### config.mk
export PLATFORM = sky130hd
export DESIGN_NAME = expression_lexer_top
export DESIGN_NICKNAME = d
export VERILOG_FILES = /design/src/hw/rtl/expr_lex_pkg.sv /design/src/hw/rtl/expression_lexer_top.sv
export SDC_FILE = /design/constraint.sdc
export NUM_CORES = 1
export LEC_CHECK = 0
export ABC_AREA = 0
export BUFFER_PORTS_ARGS = -buffer_cell sky130_fd_sc_hd__buf_4
export CORE_MARGIN = 2
export CORE_UTILIZATION = 35
export CTS_CLUSTER_DIAMETER = 150
export CTS_CLUSTER_SIZE = 10
export DETAILED_ROUTE_END_ITERATION = 7
export MAX_ROUTING_LAYER = met4
export PLACE_DENSITY = 0.52
export SLEW_MARGIN = 20
export SYNTH_ARGS = -nofsm -noshare
export SYNTH_HDL_FRONTEND = slang
export SYNTH_SLANG_ARGS = --single-unit
### constraint.sdc
create_clock -name clk -period 7.15 [get_ports clk]
set_clock_uncertainty 0.15 [all_clocks]
set_input_delay 1.43 -clock clk [delete_from_list [all_inputs] [get_ports clk]]
set_output_delay 1.43 -clock clk [all_outputs]
set_load 0.1 [all_outputs]
### src/hw/rtl/expr_lex_pkg.sv
// Shared types, character codes and token kinds for the expression lexer.
// No dependencies; used by expression_lexer_top.
`default_nettype none

package expr_lex_pkg;

  typedef struct packed {
    logic [7:0] char_code;
    logic       end_of_text;
  } char_req_t;

  typedef struct packed {
    logic [4:0]  token_kind;
    logic [15:0] token_start;
    logic [15:0] token_length;
    logic        last_of_run;
  } tok_req_t;

  typedef enum logic [1:0] {
    MODE_IDLE   = 2'd0,
    MODE_LABEL  = 2'd1,
    MODE_NUMBER = 2'd2
  } scan_mode_t;

  localparam logic [4:0] KIND_NONE   = 5'd0;
  localparam logic [4:0] KIND_LABEL  = 5'd0;
  localparam logic [4:0] KIND_NUMBER = 5'd1;
  localparam logic [4:0] KIND_LPAREN = 5'd2;
  localparam logic [4:0] KIND_LT     = 5'd3;
  localparam logic [4:0] KIND_LBRACK = 5'd4;
  localparam logic [4:0] KIND_LBRACE = 5'd5;
  localparam logic [4:0] KIND_RPAREN = 5'd6;
  localparam logic [4:0] KIND_GT     = 5'd7;
  localparam logic [4:0] KIND_RBRACK = 5'd8;
  localparam logic [4:0] KIND_RBRACE = 5'd9;
  localparam logic [4:0] KIND_EQ     = 5'd10;
  localparam logic [4:0] KIND_DOT    = 5'd11;
  localparam logic [4:0] KIND_PLUS   = 5'd12;
  localparam logic [4:0] KIND_MINUS  = 5'd13;
  localparam logic [4:0] KIND_STAR   = 5'd14;
  localparam logic [4:0] KIND_SLASH  = 5'd15;
  localparam logic [4:0] KIND_BANG   = 5'd16;
  localparam logic [4:0] KIND_COMMA  = 5'd17;

  localparam logic [7:0] CH_UNDER  = 8'h5F;
  localparam logic [7:0] CH_DOT    = 8'h2E;
  localparam logic [7:0] CH_LOW_A  = 8'h61;
  localparam logic [7:0] CH_LOW_Z  = 8'h7A;
  localparam logic [7:0] CH_UP_A   = 8'h41;
  localparam logic [7:0] CH_UP_Z   = 8'h5A;
  localparam logic [7:0] CH_DIG_0  = 8'h30;
  localparam logic [7:0] CH_DIG_9  = 8'h39;
  localparam logic [7:0] CH_LPAREN = 8'h28;
  localparam logic [7:0] CH_RPAREN = 8'h29;
  localparam logic [7:0] CH_LT     = 8'h3C;
  localparam logic [7:0] CH_GT     = 8'h3E;
  localparam logic [7:0] CH_LBRACK = 8'h5B;
  localparam logic [7:0] CH_RBRACK = 8'h5D;
  localparam logic [7:0] CH_LBRACE = 8'h7B;
  localparam logic [7:0] CH_RBRACE = 8'h7D;
  localparam logic [7:0] CH_EQ     = 8'h3D;
  localparam logic [7:0] CH_PLUS   = 8'h2B;
  localparam logic [7:0] CH_MINUS  = 8'h2D;
  localparam logic [7:0] CH_STAR   = 8'h2A;
  localparam logic [7:0] CH_SLASH  = 8'h2F;
  localparam logic [7:0] CH_BANG   = 8'h21;
  localparam logic [7:0] CH_COMMA  = 8'h2C;

  function automatic logic is_letter(input logic [7:0] ch);
    return ((ch >= CH_LOW_A) && (ch <= CH_LOW_Z)) || ((ch >= CH_UP_A) && (ch <= CH_UP_Z));
  endfunction

  function automatic logic is_digit(input logic [7:0] ch);
    return (ch >= CH_DIG_0) && (ch <= CH_DIG_9);
  endfunction

  // KIND_NONE for anything that is not single-byte punctuation
  function automatic logic [4:0] punct_kind(input logic [7:0] ch);
    logic [4:0] k;
    case (ch)
      CH_LPAREN: k = KIND_LPAREN;
      CH_LT:     k = KIND_LT;
      CH_LBRACK: k = KIND_LBRACK;
      CH_LBRACE: k = KIND_LBRACE;
      CH_RPAREN: k = KIND_RPAREN;
      CH_GT:     k = KIND_GT;
      CH_RBRACK: k = KIND_RBRACK;
      CH_RBRACE: k = KIND_RBRACE;
      CH_EQ:     k = KIND_EQ;
      CH_DOT:    k = KIND_DOT;
      CH_PLUS:   k = KIND_PLUS;
      CH_MINUS:  k = KIND_MINUS;
      CH_STAR:   k = KIND_STAR;
      CH_SLASH:  k = KIND_SLASH;
      CH_BANG:   k = KIND_BANG;
      CH_COMMA:  k = KIND_COMMA;
      default:   k = KIND_NONE;
    endcase
    return k;
  endfunction

endpackage

`default_nettype wire

### src/hw/rtl/expression_lexer_top.sv
// Expression lexer top level: byte classification, token state and result queue.
// Depends on expr_lex_pkg (types, character codes, token kinds).
//
// Usage:
//   char channel (char_valid/char_ready/char_req) takes one text byte per
//   request, with an end_of_text flag on the last byte of a text.
//   tok channel (tok_valid/tok_ready/tok_req) gives tokens as kind, start
//   position, length and a flag on the last token caused by one byte.
// Timing:
//   A byte is classified in the cycle it is accepted; its tokens (0, 1 or 2)
//   are written into a four-entry result queue register and show on tok_req,
//   one token per cycle while tok_ready is high. Bytes are taken one per
//   cycle while the queue has room for two tokens, so the rate is one byte per
//   cycle as long as the receiver takes at least one token per byte on average.
// Stalls:
//   When tok_ready is low the head token holds; once fewer than two queue
//   slots are free, char_ready drops until the receiver drains.
// Reset:
//   rst clears the scan state, position counter and queue; the next byte
//   is position 0 of a new text.
`default_nettype none

module expression_lexer_top #(
  parameter int POS_BITS = 16
) (
  input  wire                         clk,
  input  wire                         rst,
  input  wire                         char_valid,
  output logic                        char_ready,
  input  wire expr_lex_pkg::char_req_t char_req,
  output logic                        tok_valid,
  input  wire                         tok_ready,
  output expr_lex_pkg::tok_req_t       tok_req
);

  localparam int WIDE   = (POS_BITS > 16) ? POS_BITS : 16;
  localparam int QDEPTH = 4;
  localparam int QPTR   = 2;

  // scan state
  expr_lex_pkg::scan_mode_t scan_mode, scan_mode_next;
  logic [POS_BITS-1:0] pending_start, pending_start_next;
  logic [POS_BITS-1:0] pending_length, pending_length_next;
  logic [POS_BITS-1:0] byte_position, byte_position_next;

  // result queue
  expr_lex_pkg::tok_req_t queue [QDEPTH];
  logic [QPTR-1:0] wr_ptr;
  logic [QPTR-1:0] rd_ptr;
  logic [QPTR:0]   count;

  logic accept;
  logic pop;
  logic [7:0] ch;
  logic eot;
  logic ch_letter, ch_digit, cont, flush_a, punct_hit, flush_b;
  logic [4:0] pkind;
  logic [4:0] kind_a, kind_b;
  logic [1:0] n_res;
  expr_lex_pkg::tok_req_t res_a, res_b, res_p, res_first, res_second;

  function automatic expr_lex_pkg::tok_req_t make_tok(
    input logic [4:0]          kind,
    input logic [POS_BITS-1:0] start,
    input logic [POS_BITS-1:0] len
  );
    expr_lex_pkg::tok_req_t t;
    logic [WIDE-1:0] start_w;
    logic [WIDE-1:0] len_w;
    start_w = WIDE'(start);
    len_w   = WIDE'(len);
    t.token_kind   = kind;
    t.token_start  = start_w[15:0];
    t.token_length = (len_w > WIDE'(16'hFFFF)) ? 16'hFFFF : len_w[15:0];
    t.last_of_run  = 1'b0;
    return t;
  endfunction

  assign char_ready = (count <= (QPTR+1)'(QDEPTH - 2));
  assign accept     = char_valid && char_ready;
  assign tok_valid  = (count != '0);
  assign pop        = tok_valid && tok_ready;
  assign tok_req    = queue[rd_ptr];

  assign ch        = char_req.char_code;
  assign eot       = char_req.end_of_text;
  assign ch_letter = expr_lex_pkg::is_letter(ch);
  assign ch_digit  = expr_lex_pkg::is_digit(ch);
  assign pkind     = expr_lex_pkg::punct_kind(ch);

  always_comb begin
    scan_mode_next      = scan_mode;
    pending_start_next  = pending_start;
    pending_length_next = pending_length;
    cont                = 1'b0;
    flush_a             = 1'b0;
    punct_hit           = 1'b0;
    flush_b             = 1'b0;
    kind_a              = expr_lex_pkg::KIND_NUMBER;
    kind_b              = expr_lex_pkg::KIND_NUMBER;

    // does the byte extend the pending token, or end it?
    case (scan_mode)
      expr_lex_pkg::MODE_LABEL: begin
        cont    = ch_letter || ch_digit || (ch == expr_lex_pkg::CH_UNDER);
        flush_a = !cont;
        kind_a  = expr_lex_pkg::KIND_LABEL;
      end
      expr_lex_pkg::MODE_NUMBER: begin
        cont    = ch_digit || (ch == expr_lex_pkg::CH_DOT);
        flush_a = !cont;
        kind_a  = expr_lex_pkg::KIND_NUMBER;
      end
      default: begin
        cont    = 1'b0;
        flush_a = 1'b0;
      end
    endcase

    // byte handled again from idle when not absorbed
    if (cont) begin
      if (pending_length != '1) begin
        pending_length_next = pending_length + POS_BITS'(1);
      end
    end else if (ch_letter) begin
      scan_mode_next      = expr_lex_pkg::MODE_LABEL;
      pending_start_next  = byte_position;
      pending_length_next = POS_BITS'(1);
    end else if (ch_digit) begin
      scan_mode_next      = expr_lex_pkg::MODE_NUMBER;
      pending_start_next  = byte_position;
      pending_length_next = POS_BITS'(1);
    end else begin
      scan_mode_next = expr_lex_pkg::MODE_IDLE;
      punct_hit      = (pkind != expr_lex_pkg::KIND_NONE);
    end

    if (eot) begin
      flush_b = (scan_mode_next != expr_lex_pkg::MODE_IDLE);
      kind_b  = (scan_mode_next == expr_lex_pkg::MODE_LABEL) ?
                expr_lex_pkg::KIND_LABEL : expr_lex_pkg::KIND_NUMBER;
      scan_mode_next     = expr_lex_pkg::MODE_IDLE;
      byte_position_next = '0;
    end else begin
      byte_position_next = byte_position + POS_BITS'(1);
    end

    res_a = make_tok(kind_a, pending_start, pending_length);
    res_p = make_tok(pkind, byte_position, POS_BITS'(1));
    res_b = make_tok(kind_b, pending_start_next, pending_length_next);

    // at most two of the three candidates fire; pack them in order
    res_first  = flush_a ? res_a : (punct_hit ? res_p : res_b);
    res_second = (flush_a && punct_hit) ? res_p : res_b;
    n_res      = 2'(flush_a) + 2'(punct_hit) + 2'(flush_b);
    res_first.last_of_run  = (n_res == 2'd1);
    res_second.last_of_run = 1'b1;
  end

  always_ff @(posedge clk) begin
    if (rst) begin
      scan_mode      <= expr_lex_pkg::MODE_IDLE;
      pending_start  <= '0;
      pending_length <= '0;
      byte_position  <= '0;
    end else if (accept) begin
      scan_mode      <= scan_mode_next;
      pending_start  <= pending_start_next;
      pending_length <= pending_length_next;
      byte_position  <= byte_position_next;
    end
  end

  always_ff @(posedge clk) begin
    if (accept && (n_res != 2'd0)) begin
      queue[wr_ptr] <= res_first;
    end
    if (accept && (n_res == 2'd2)) begin
      queue[wr_ptr + QPTR'(1)] <= res_second;
    end
  end

  always_ff @(posedge clk) begin
    if (rst) begin
      wr_ptr <= '0;
      rd_ptr <= '0;
      count  <= '0;
    end else begin
      if (accept) begin
        wr_ptr <= wr_ptr + QPTR'(n_res);
      end
      if (pop) begin
        rd_ptr <= rd_ptr + QPTR'(1);
      end
      count <= count + (accept ? (QPTR+1)'(n_res) : '0) - (QPTR+1)'(pop);
    end
  end

endmodule

`default_nettype wire
**After elaboration in Yosys (flattened, before gate mapping)**

Memory sizes are Yosys's and may differ from the RTL's. A register that Yosys moved wholly into a read port is not among the register bits.
Cells that the tools add are included.

- Order comparisons: 9
- Equality and inequality tests: 23
- Reductions and logical operators: 18
- $add $sub $neg: 9
- Multiplexer cells: 34

Operators with widths:

| kind | count |
|---|---|
| $mux W16 | 10 |
| $mux W38 | 3 |
| $eq A8 B6 Y1 const B | 12 |
| $pmux W5 S16 | 1 |
| $eq A8 B7 Y1 const B | 5 |
| $add A16 B1 Y16 const B | 2 |
| $gt A16 B16 Y1 const B | 2 |
| $ge A8 B7 Y1 const B | 2 |
| $le A8 B7 Y1 const B | 2 |
| $ne A16 B16 Y1 const B | 1 |
| $mux W2 | 7 |
| $mux W1 | 11 |
| $ge A8 B6 Y1 const B | 1 |
| $le A8 B6 Y1 const B | 1 |
| $logic_and A1 B1 Y1 | 8 |
| $eq A2 B1 Y1 const B | 3 |
| $reduce_bool A5 Y1 | 1 |
| $add A2 B1 Y2 const B | 2 |
| $eq A2 B2 Y1 const B | 2 |
| $logic_or A1 B1 Y1 | 4 |
| $pmux W1 S2 | 2 |
| $reduce_bool A2 Y1 | 2 |
| $add A3 B2 Y3 | 1 |
| $le A3 B2 Y1 const B | 1 |
| other kinds (6) | 7 |

- Flip-flop bits (word level): 57
- Memories: 1
- RAM bits: 152
- Input bits: 13
- Logic and storage cells: 101

Memory list:

| memory | words | bits a word | rd ports | clocked after Yosys merged registers in | write ports | line | RTL |
|---|---|---|---|---|---|---|---|
| queue | 4 | 38 | 1 | 1 | 2 | expression_lexer_top.sv:47 | `expr_lex_pkg::tok_req_t queue [QDEPTH];` |

**Logic depth before layout (Yosys ltp)**

Gate-level depths: netlist (run 1).

- Depth in word-level cells: 14
- Depth in mapped cells: 17

**Worst setup path after synthesis (run 1)**

Ideal clock, no wire load.

- Path kind: input -> register
- Start point: in char_req[2] (netlist bit)
- End point: mem queue[3][10] (netlist bit) (enable)
- Cell stages on the path: 12
- Setup time: 0.396 ns
- Arrival: 5.018 ns
- Setup slack: 1.586 ns
- Data required time: 6.604 ns
- Path buffers: 2
- Path through: buf_2 > o21ai_0 > nand3_1 > a21boi_1 > o21ai_2 > clkbuf_1 > o311a_1 > fa_1 > nor2_1 > nor2_1 > nand3_1 > nand2_1

RTL lines:

| element | line | RTL |
|---|---|---|
| from (decl) | expression_lexer_top.sv:30 | `input wire expr_lex_pkg::char_req_t char_req,` |
| to (decl) | expression_lexer_top.sv:47 |  |

==> results of run 1 <==
cell usage after synthesis (3+ instances only):
library cell                 n  area share [%]
sky130_fd_sc_hd__xor2_1     11            0.88
sky130_fd_sc_hd__a221o_2     3            0.31
sky130_fd_sc_hd__buf_6       3            0.31
sky130_fd_sc_hd__dfxtp_1    63              12
sky130_fd_sc_hd__and2_1      7            0.40
sky130_fd_sc_hd__inv_1       9            0.31
sky130_fd_sc_hd__clkbuf_1   46             1.6
sky130_fd_sc_hd__a22oi_1     6            0.41
sky130_fd_sc_hd__buf_2      12            0.55
sky130_fd_sc_hd__o22ai_1    26             1.5
sky130_fd_sc_hd__a22o_1    102             8.2
sky130_fd_sc_hd__o211a_1     3            0.28
sky130_fd_sc_hd__o21ai_0    34             1.6
sky130_fd_sc_hd__nand2_1    64             2.2
sky130_fd_sc_hd__a32o_1      3            0.28
sky130_fd_sc_hd__or3_1       9            0.52
sky130_fd_sc_hd__nand2b_1    6            0.34
sky130_fd_sc_hd__nand3_1    19            0.87
sky130_fd_sc_hd__nor2_1    101             3.5
sky130_fd_sc_hd__nor2b_1     8            0.46
sky130_fd_sc_hd__and3_1      7            0.40
sky130_fd_sc_hd__o21a_1      5            0.34
sky130_fd_sc_hd__a21oi_1    34             1.6
sky130_fd_sc_hd__nand3b_1    6            0.41
sky130_fd_sc_hd__a221o_1     4            0.37
sky130_fd_sc_hd__a32oi_1     4            0.32
sky130_fd_sc_hd__buf_1       7            0.24
sky130_fd_sc_hd__o22a_1      3            0.24
sky130_fd_sc_hd__o211ai_1   17             1.2
sky130_fd_sc_hd__nor4_1      5            0.29
sky130_fd_sc_hd__mux2i_1    23             2.1
sky130_fd_sc_hd__ha_1        8            0.92
sky130_fd_sc_hd__a211oi_1    6            0.41
sky130_fd_sc_hd__o31ai_1     3            0.21
sky130_fd_sc_hd__xnor2_1     6            0.48
sky130_fd_sc_hd__edfxtp_1  148              41
sky130_fd_sc_hd__nor3_1     20            0.92
sky130_fd_sc_hd__or2_2       3            0.17
sky130_fd_sc_hd__mux4_2     38             7.8
sky130_fd_sc_hd__nand4_1    10            0.57
worst paths after layout:
path / startpoint / end / cells after the start
setup reg to reg: scan_mode[0]$_SDFFE_PP0P_ / queue[1][30]$_DFFE_PP_ / 13
setup / recovery: char_req[2] / queue[1][30]$_DFFE_PP_ / 15
hold / removal: queue[1][0]$_SDFFE_PP1P_ / queue[1][0]$_SDFFE_PP1P_ / 1
hold reg to reg: queue[1][0]$_SDFFE_PP1P_ / queue[1][0]$_SDFFE_PP1P_ / 1
state kept, by name, indices dropped and copies added, names as in the netlist, named ones only:
| signal | flops |
|---|---|
| wr_ptr | 2 |
| pending_start | 16 |
| byte_position | 16 |
| scan_mode | 2 |
| pending_length | 16 |
| rd_ptr | 2 |
| queue | 152 |
| count | 3 |
kinds of logic (layout without fill, tap and decap cells):
logic type	count (synthesis)	count (layout)	share of synthesized area [%]
AND/OR/NAND/NOR	279	279	12.2
flip-flops	211	211	52.3
AO/OA/AOI/OAI	281	281	19.7
XOR/XNOR	17	17	1.37
adder cells (fa/ha/maj)	10	10	1.29
multiplexers	61	61	9.96
buffers and inverters	81	140	3.20
per-layer routing:
layer	vias to the layer above	part of all wire [%]	wire, um
met1	4064	48	14900
met2	242	44	13700
met4	0	2.5	764
li1	3797	-	-
met5	-	0	0
met3	35	5.5	1700
worst max-delay path, cell delays in order:
cell and delay (ns):
sky130_fd_sc_hd__buf_4 0.16, sky130_fd_sc_hd__or3_1 0.41, sky130_fd_sc_hd__o31a_1 0.24, sky130_fd_sc_hd__a21boi_1 0.14, sky130_fd_sc_hd__buf_4 0.21, sky130_fd_sc_hd__o21ai_2 0.55, sky130_fd_sc_hd__nand2_1 0.18, sky130_fd_sc_hd__inv_2 0.22
sky130_fd_sc_hd__fa_1 0.29, sky130_fd_sc_hd__nand3_1 0.25, sky130_fd_sc_hd__nor2_1 0.32, sky130_fd_sc_hd__nand2_1 0.26, sky130_fd_sc_hd__o22ai_1 0.75, sky130_fd_sc_hd__buf_4 0.35, sky130_fd_sc_hd__a22o_1 0.17
power groups by stage:
stage	Clock, W	Combinational (W)	Sequential (W)
2_1_floorplan	0	0.00101	0.00139
6_report	0.00115	0.00122	0.00139
5_1_grt	0.00123	0.00129	0.00140
3_3_place_gp	0	0.00124	0.00141
3_5_place_dp	0	0.00124	0.00142
4_1_cts	0.00118	0.00124	0.00139
metrics by stage:
stage | worst slack [ns] | util [%] | std cells
floorplan | 1.59 | - | 940
global placement | 0.926 | 38.4 | 1349
detailed placement | 0.933 | 38.4 | 1349
CTS | 1.45 | 40.8 | 1395
global route | 1.15 | 40.8 | 1395
finish | 1.45 | 40.8 | 1395
area by class of cell:
cell class                 count  share of cell area (%)
timing repair buffer          83                    5.38
clock buffer                  44                    5.57
tap                          396                    3.96
inverter                      11                   0.330
multi-input combinational    648                    38.9
clock inverter                 2                   0.230
sequential                   211                    45.6
==> impl_metrics.yaml, run 1 <==
run_status:
  status: "complete, no violations"
yosys:
  synth_async_reset_ratio_pct: 0
  sequential_element_share_of_the_synthesized_area_pct: 52.3
  synth.lib_cells_used.distinct: 79
  synth-seq-cells: 211
  yosys_most_used_dff: "sky130_fd_sc_hd__edfxtp_1"
  synthesis.yosys.warnings: 0
  post_syn_area_um2: 10900
  postSynthCellCount: 940
  syn_nets: 963
  synth-edff-count: 148
  synth.avg_cell_area_um2: 11.6
global_route:
  top_usage_layer: "met2"
  use_met1_pct: 28.1
  global_route.usage.total_pct: 19.6
  grt_util_met2_pct: 29.0
  met3_usage_pct: 2.71
  first_pass_grt_wire_length_um: 48800
  number_of_antenna_violations_at_the_first_check_in_global_routing: 0
  grt_start_max_net_pins: 45
  grt_pass1_vias: 8065
  gr-total-overflow: 0
sta:
  unrepaired_setup_endpoints_after_global_routing: "false"
  min_period_over_period_pct: 79.7
  maxSlewViolCount: 0
  clock.fmax_mhz: 175
  tns_ns: 0
  timing.hold.ws_ns: 0.309
  max-slew-margin-rel_pct: 39.5
  timing.final.setup_violations: 0
  hold_viol: 0
  tightest_slew_ns: 0.896
  period_minus_slack_ns: 5.70
die:
  die-area_um2: 32600
  die_h_um: 181
  initial_utilization_pct: 35.6
  horiz_die_dim_um: 181
  top_level_ports: 53
  std_cell_rows: 64
  core-area_um2: 30700
cts:
  clock_tree_root_buffer_cell: "sky130_fd_sc_hd__clkbuf_16"
  clock_latency_ns: 0.53
  clock_tree.buffer_depth: 3
  clock-sinks: 211
  clkTransAtPathRegs_ns: 0.06
  ctsResizeCount: 0
  cts_max_level: 1
  ctsHoldBuffers: 0
  number_of_buffers_inserted_during_clock_tree_synthesis: 25
  tritoncts: "done"
  post_cts_setup_buffer_count: 0
power_and_ir_drop:
  switching_share_pct: 38.2
  p_switching_w: 0.00144
  post-layout-total-power_w: 0.00376
  internal_power_w: 0.00232
  comb_power_share_pct: 32.5
  p_seq_share_pct: 37.0
  power.ir.vdd_worst_v: 0.000294
  p_clk_share_pct: 30.5
  p_per_area_nw_per_um2: 300
  static-leakage-power_nw: 4.17
route:
  drt-wirelength-per-cell_um: 22.3
  viasPerCell: 5.83
  detail_route.wirelength_um: 31100
  dr.pass1.iters: 5
  vias: 8138
  detail_route.iter0.violations: 779
  post-route-drc-count: 0
  ant_nets: 0
layout:
  final_area_um2: 12500
  seqCellArea_um2: 5710
  n_antenna_cell: 0
  n_fill_cell: 2956
  nets: 1003
  most_common_cell_after_layout_fill_and_taps_aside: "sky130_fd_sc_hd__edfxtp_1"
  layout_common_cells: "sky130_fd_sc_hd__edfxtp_1, sky130_fd_sc_hd__a22o_1, sky130_fd_sc_hd__nor2_1"
  post_route_cells_drive_above_1_share_pct: 18.1
  layout-area-overhead-vs-synth_pct: 14.8
  multi_input_comb_area_um2: 4870
worst_setup_path:
  reg2reg_slack_ns: 2.17
  critPathRequiredTime_ns: 7.39
  start_kind: "primary input"
  worst-setup-path-type: "primary input to register"
  worstPathArrival_ns: 5.94
  critical_path_fanout_max: 17
  critPathCaptureType: "register"
job:
  drv.max_cap_violation_count: 0
placement:
  placed_inst_area_um2: 11800
  port-buffer-count: 52
  dp_hpwl_um: 20300
  finalWeightedCongestion: 0.879
hold_path:
  min-delay-path-class: "register to register"
No activity file was read; power rests on OpenSTA's default activity.
==> run 2: changes to the inputs <==
Settings changed: PLACE_DENSITY 0.52 to 0.54.
Clock period 7.15 ns to 4.6 ns, I/O delays scaled along.
==> run 2 against run 1 <==
Net effect: clock power grew 57%; global-route usage shrank 0.28 points; wire length fell by 1.7%; utilization increased by 1.3 points; cell area is 3.1% higher; critical path type unchanged; critical path depth shrank 3; combinational power is 57% higher; first-iteration DRC count shrank 3.6%; flip-flop and latch count did not move.
==> impl_metrics.yaml, run 2 (synthesized netlist as in run 1, its figures left out) <==
cts:
  number_of_buffers_inserted_during_clock_tree_synthesis: 25
  ctsHoldBuffers: 0
  cts_max_level: 1
  clkTransAtPathRegs_ns: 0.05
  clock-sinks: 211
  post_cts_setup_buffer_count: 0
  clock_tree.buffer_depth: 3
  clock_latency_ns: 0.53
  tritoncts: "done"
  clock_tree_root_buffer_cell: "sky130_fd_sc_hd__clkbuf_16"
  ctsResizeCount: 0
placement:
  finalWeightedCongestion: 0.889
  port-buffer-count: 52
  dp_hpwl_um: 20800
global_route:
  number_of_antenna_violations_at_the_first_check_in_global_routing: 0
  gr-total-overflow: 0
  first_pass_grt_wire_length_um: 48300
  grt_pass1_vias: 8139
  global_route.usage.total_pct: 19.3
  grt_start_max_net_pins: 45
sta:
  tightest_slew_ns: 1.00
  timing.final.setup_violations: 0
  clock.fmax_mhz: 237
  max-slew-margin-rel_pct: 33.2
  maxSlewViolCount: 0
  min_period_over_period_pct: 91.6
  hold_viol: 0
  period_minus_slack_ns: 4.21
  unrepaired_setup_endpoints_after_global_routing: "false"
  timing.hold.ws_ns: 0.313
worst_setup_path:
  start_kind: "primary input"
  reg2reg_slack_ns: 0.45
  crit-reg2reg-capture: "queue[3][15]$_DFFE_PP_"
  worst_r2r_startpoint: "scan_mode[0]$_SDFFE_PP0P_"
  worst_r2r_path_depth: 12
  critPathRequiredTime_ns: 4.84
  critical_path_fanout_max: 9
  critPathCaptureType: "register"
  worst-setup-path-type: "primary input to register"
  worstPathArrival_ns: 4.46
power_and_ir_drop:
  p_per_area_nw_per_um2: 459
  comb_power_share_pct: 32.4
  internal_power_w: 0.00365
  p_switching_w: 0.00228
  post-layout-total-power_w: 0.00593
  power.ir.vdd_worst_v: 0.000478
  p_clk_share_pct: 30.3
  switching_share_pct: 38.5
  static-leakage-power_nw: 4.31
  p_seq_share_pct: 37.3
route:
  detail_route.wirelength_um: 30600
  ant_nets: 0
  drt-wirelength-per-cell_um: 21.3
  vias: 8310
  detail_route.iter0.violations: 751
  viasPerCell: 5.78
  post-route-drc-count: 0
  dr.pass1.iters: 5
hold_path:
  holdCritStartpoint: "queue[3][0]$_SDFFE_PP1N_"
  hold_path_cell_cnt: 1
  hold_end: "queue[3][0]$_SDFFE_PP1N_"
  min-delay-path-class: "register to register"
die:
  initial_utilization_pct: 35.6
  die-area_um2: 32600
  top_level_ports: 53
  horiz_die_dim_um: 181
  core-area_um2: 30700
  die_h_um: 181
  std_cell_rows: 64
layout:
  nets: 1045
  most_common_cell_after_layout_fill_and_taps_aside: "sky130_fd_sc_hd__edfxtp_1"
  post_route_cells_drive_above_1_share_pct: 21.6
  n_antenna_cell: 0
  largest_reg_flops: 152
  regMostFlops: "queue"
  layout-area-overhead-vs-synth_pct: 18.4
  layout_common_cells: "sky130_fd_sc_hd__edfxtp_1, sky130_fd_sc_hd__buf_4, sky130_fd_sc_hd__a22o_1"
run_status:
  status: "complete, no violations"
job:
  drv.max_cap_violation_count: 0
==> run 2: cell count changes in the layout (fill, tap and decap cells not counted), sizes merged <==
cell	delta
buf	+42
==> run 2: worst max path at each step <==
stage,start,to,slack (ns),cells after the start
after floorplan,char_req[2],queue[2][10]$_DFFE_PP_,-0.003,12
after global placement,char_req[8],queue[3][11]$_DFFE_PP_,-0.01,12
after detailed placement,char_req[8],queue[3][15]$_DFFE_PP_,-0.14,12
after CTS,char_req[8],queue[3][15]$_DFFE_PP_,0.42,12
after global routing,char_req[8],queue[1][29]$_DFFE_PP_,0.14,13
final,char_req[8],queue[3][15]$_DFFE_PP_,0.39,12
==> run 2: per-layer routing <==
layer  global-route usage, %  wire length [um]  up-vias  share of wire (%)
li1                        -                 -     3870                  -
met1                    27.5             14300     4095                 47
met2                    29.3             13800      303                 45
met3                    2.00              1850       42                6.1
met4                    5.35               665        0                2.2
met5                       -                 0        -                  0
==> run 2: through the flow <==
stage	setup WS (ns)	util (%)	instance area [um2]	cells	TNS (ns)
global placement	-0.0145	39.7	12200	1391	-0.122
global route	0.141	42.1	12900	1437	0
detailed placement	-0.135	39.7	12200	1391	-1.52
CTS	0.416	42.1	12900	1437	0
finish	0.386	42.1	12900	1437	0
floorplan	-0.00283	-	10900	940	-0.105
==> run 2: critical path, cell delays in order <==
cell and delay [ns]:
sky130_fd_sc_hd__buf_4 0.13, sky130_fd_sc_hd__nor3b_2 0.36, sky130_fd_sc_hd__nand3_1 0.23, sky130_fd_sc_hd__a21boi_2 0.23
sky130_fd_sc_hd__o21ai_2 0.10, sky130_fd_sc_hd__o311a_1 0.32, sky130_fd_sc_hd__fa_1 0.64, sky130_fd_sc_hd__o21ai_2 0.13
sky130_fd_sc_hd__nor2_1 0.23, sky130_fd_sc_hd__nand2_1 0.12, sky130_fd_sc_hd__o22ai_1 0.77, sky130_fd_sc_hd__a22o_1 0.26
==> run 2: area by class of cell <==
cell class | instances | area, um2
fillers | 2870 | 17800
flip-flops and latches | 211 | 5710
multi-input cells | 648 | 4890
repair buffers | 125 | 1050
clock buffers | 44 | 697
well taps | 396 | 495
inverters | 11 | 41.3
clock inverters | 2 | 28.8
==> run 2: power by group through the flow <==
stage / Combinational (W) / Clock [W] / Sequential, W
2_1_floorplan: 0.00157 / 0 / 0.00215
4_1_cts: 0.00194 / 0.00184 / 0.00222
3_5_place_dp: 0.00194 / 0 / 0.00226
3_3_place_gp: 0.00193 / 0 / 0.00226
6_report: 0.00192 / 0.00180 / 0.00221
5_1_grt: 0.00202 / 0.00190 / 0.00223
==> run 3: changes to the inputs <==
Settings changed: PLACE_DENSITY 0.54 to unset.
==> run 3 against run 2 <==
Net effect: combinational power hardly changed; total power shrank 0.66%; setup slack better by 0.021 ns; final cell count fell by 0.42%; fmax rose by 0.50%; critical path depth unchanged; non-clock buffer count down 6; register-to-register slack got worse by 0.04 ns; clock power is essentially flat; die area stayed put; sequential power about the same.
==> impl_metrics.yaml, run 3 (synthesized netlist as in run 1, its figures left out) <==
run_status:
  status: "complete, no violations"
layout:
  largest_reg_flops: 152
  layout-area-overhead-vs-synth_pct: 18.1
  nets: 1039
  n_antenna_cell: 0
  layout_common_cells: "sky130_fd_sc_hd__edfxtp_1, sky130_fd_sc_hd__buf_4, sky130_fd_sc_hd__a22o_1"
  post_route_cells_drive_above_1_share_pct: 21.2
  most_common_cell_after_layout_fill_and_taps_aside: "sky130_fd_sc_hd__edfxtp_1"
  final_area_um2: 12900
  postLayoutCoreUtil_pct: 42.0
  regMostFlops: "queue"
sta:
  timing.final.setup_violations: 0
  unrepaired_setup_endpoints_after_global_routing: "false"
  min_period_over_period_pct: 91.2
  clock.fmax_mhz: 238
  hold_viol: 0
  period_minus_slack_ns: 4.19
  max-slew-margin-rel_pct: 23.5
  maxSlewViolCount: 0
  tightest_slew_ns: 1.15
cts:
  ctsHoldBuffers: 0
  clock_latency_ns: 0.54
  number_of_buffers_inserted_during_clock_tree_synthesis: 25
  clock_tree_root_buffer_cell: "sky130_fd_sc_hd__clkbuf_16"
  clock-sinks: 211
  clock_tree.buffer_depth: 3
  post_cts_setup_buffer_count: 0
  cts_max_level: 1
  ctsResizeCount: 0
  tritoncts: "done"
  clkTransAtPathRegs_ns: 0.06
worst_setup_path:
  critPathRequiredTime_ns: 4.85
  worstPathArrival_ns: 4.44
  startpoint: "scan_mode[0]$_SDFFE_PP0P_"
  worst_r2r_startpoint: "scan_mode[0]$_SDFFE_PP0P_"
  worst-setup-path-type: "register to register"
  critical_path_fanout_max: 9
  start_kind: "register"
  critPathCaptureType: "register"
die:
  initial_utilization_pct: 35.6
  top_level_ports: 53
  horiz_die_dim_um: 181
  std_cell_rows: 64
  core-area_um2: 30700
  die_h_um: 181
  die-area_um2: 32600
route:
  detail_route.iter0.violations: 974
  post-route-drc-count: 0
  ant_nets: 0
  detail_route.wirelength_um: 30500
  dr.pass1.iters: 6
  drt-wirelength-per-cell_um: 21.3
  viasPerCell: 5.86
  vias: 8385
power_and_ir_drop:
  switching_share_pct: 38.3
  post-layout-total-power_w: 0.00589
  p_per_area_nw_per_um2: 458
  p_seq_share_pct: 37.7
  static-leakage-power_nw: 4.36
  p_switching_w: 0.00226
  p_clk_share_pct: 30.3
  power.ir.vdd_worst_v: 0.000559
  internal_power_w: 0.00363
  comb_power_share_pct: 32.0
global_route:
  grt_start_max_net_pins: 45
  first_pass_grt_wire_length_um: 47100
  number_of_antenna_violations_at_the_first_check_in_global_routing: 0
  gr-total-overflow: 0
  grt_pass1_vias: 8126
  global_route.usage.total_pct: 18.7
placement:
  placed_inst_area_um2: 12200
  port-buffer-count: 52
  finalWeightedCongestion: 0.932
  dp_hpwl_um: 20200
hold_path:
  min-delay-path-class: "register to register"
  holdCritStartpoint: "queue[2][0]$_SDFFE_PP1P_"
job:
  drv.max_cap_violation_count: 0
-- run 3: critical path, cell delays in order, from the launching register on --
cell and delay [ns]:
sky130_fd_sc_hd__dfxtp_1 0.42, sky130_fd_sc_hd__ha_1 0.23, sky130_fd_sc_hd__inv_1 0.11, sky130_fd_sc_hd__nor4_1 0.33, sky130_fd_sc_hd__o21bai_2 0.20, sky130_fd_sc_hd__o21ai_2 0.11, sky130_fd_sc_hd__o311a_1 0.33, sky130_fd_sc_hd__fa_1 0.63
sky130_fd_sc_hd__o21ai_2 0.12, sky130_fd_sc_hd__nor2_1 0.22, sky130_fd_sc_hd__nand2_1 0.11, sky130_fd_sc_hd__o22ai_1 0.86, sky130_fd_sc_hd__a22o_1 0.24
-- run 3: per-layer routing --
layer  global-route usage [%]  share of wire [%]  vias to the layer above
li1                         -                  -                     3850
met1                     25.9                 45                     4138
met2                     28.5                 45                      338
met3                     3.13                7.8                       59
met4                     5.39                2.3                        0
met5                        -                  0                        -
-- run 3: power by group through the flow --
stage          Clock, W  Sequential, W  Combinational [W]
3_3_place_gp          0        0.00226            0.00189
2_1_floorplan         0        0.00215            0.00157
5_1_grt         0.00188        0.00224            0.00197
4_1_cts         0.00181        0.00223            0.00190
3_5_place_dp          0        0.00227            0.00189
6_report        0.00178        0.00222            0.00189
-- run 3: final cells by class --
cell class	instances	area, um2
Clock inverter	2	28.8
Timing Repair Buffer	119	1020
Sequential cell	211	5710
Inverter	11	41.3
Clock buffer	44	697
Fill cell	2863	17800
Multi-Input combinational cell	648	4890
Tap cell	396	495
-- run 3: metrics by stage --
stage	hold slack, ns	worst slack [ns]	setup TNS, ns	std cells
2_1_floorplan	0.281	-0.00283	-0.105	940
3_3_place_gp	0.291	0.00585	0	1385
3_5_place_dp	0.307	-0.0906	-1.03	1385
4_1_cts	0.321	0.435	0	1431
5_1_grt	0.332	0.0998	0	1431
6_report	0.320	0.407	0	1431
-- run 3: worst paths after layout --
check	to	depth (start not counted)	slack, ns
setup / recovery	queue[2][2]$_DFFE_PP_	12	0.41
hold / removal	queue[2][0]$_SDFFE_PP1P_	1	0.32
setup reg to reg	queue[2][2]$_DFFE_PP_	12	0.41
hold reg to reg	queue[2][0]$_SDFFE_PP1P_	1	0.32
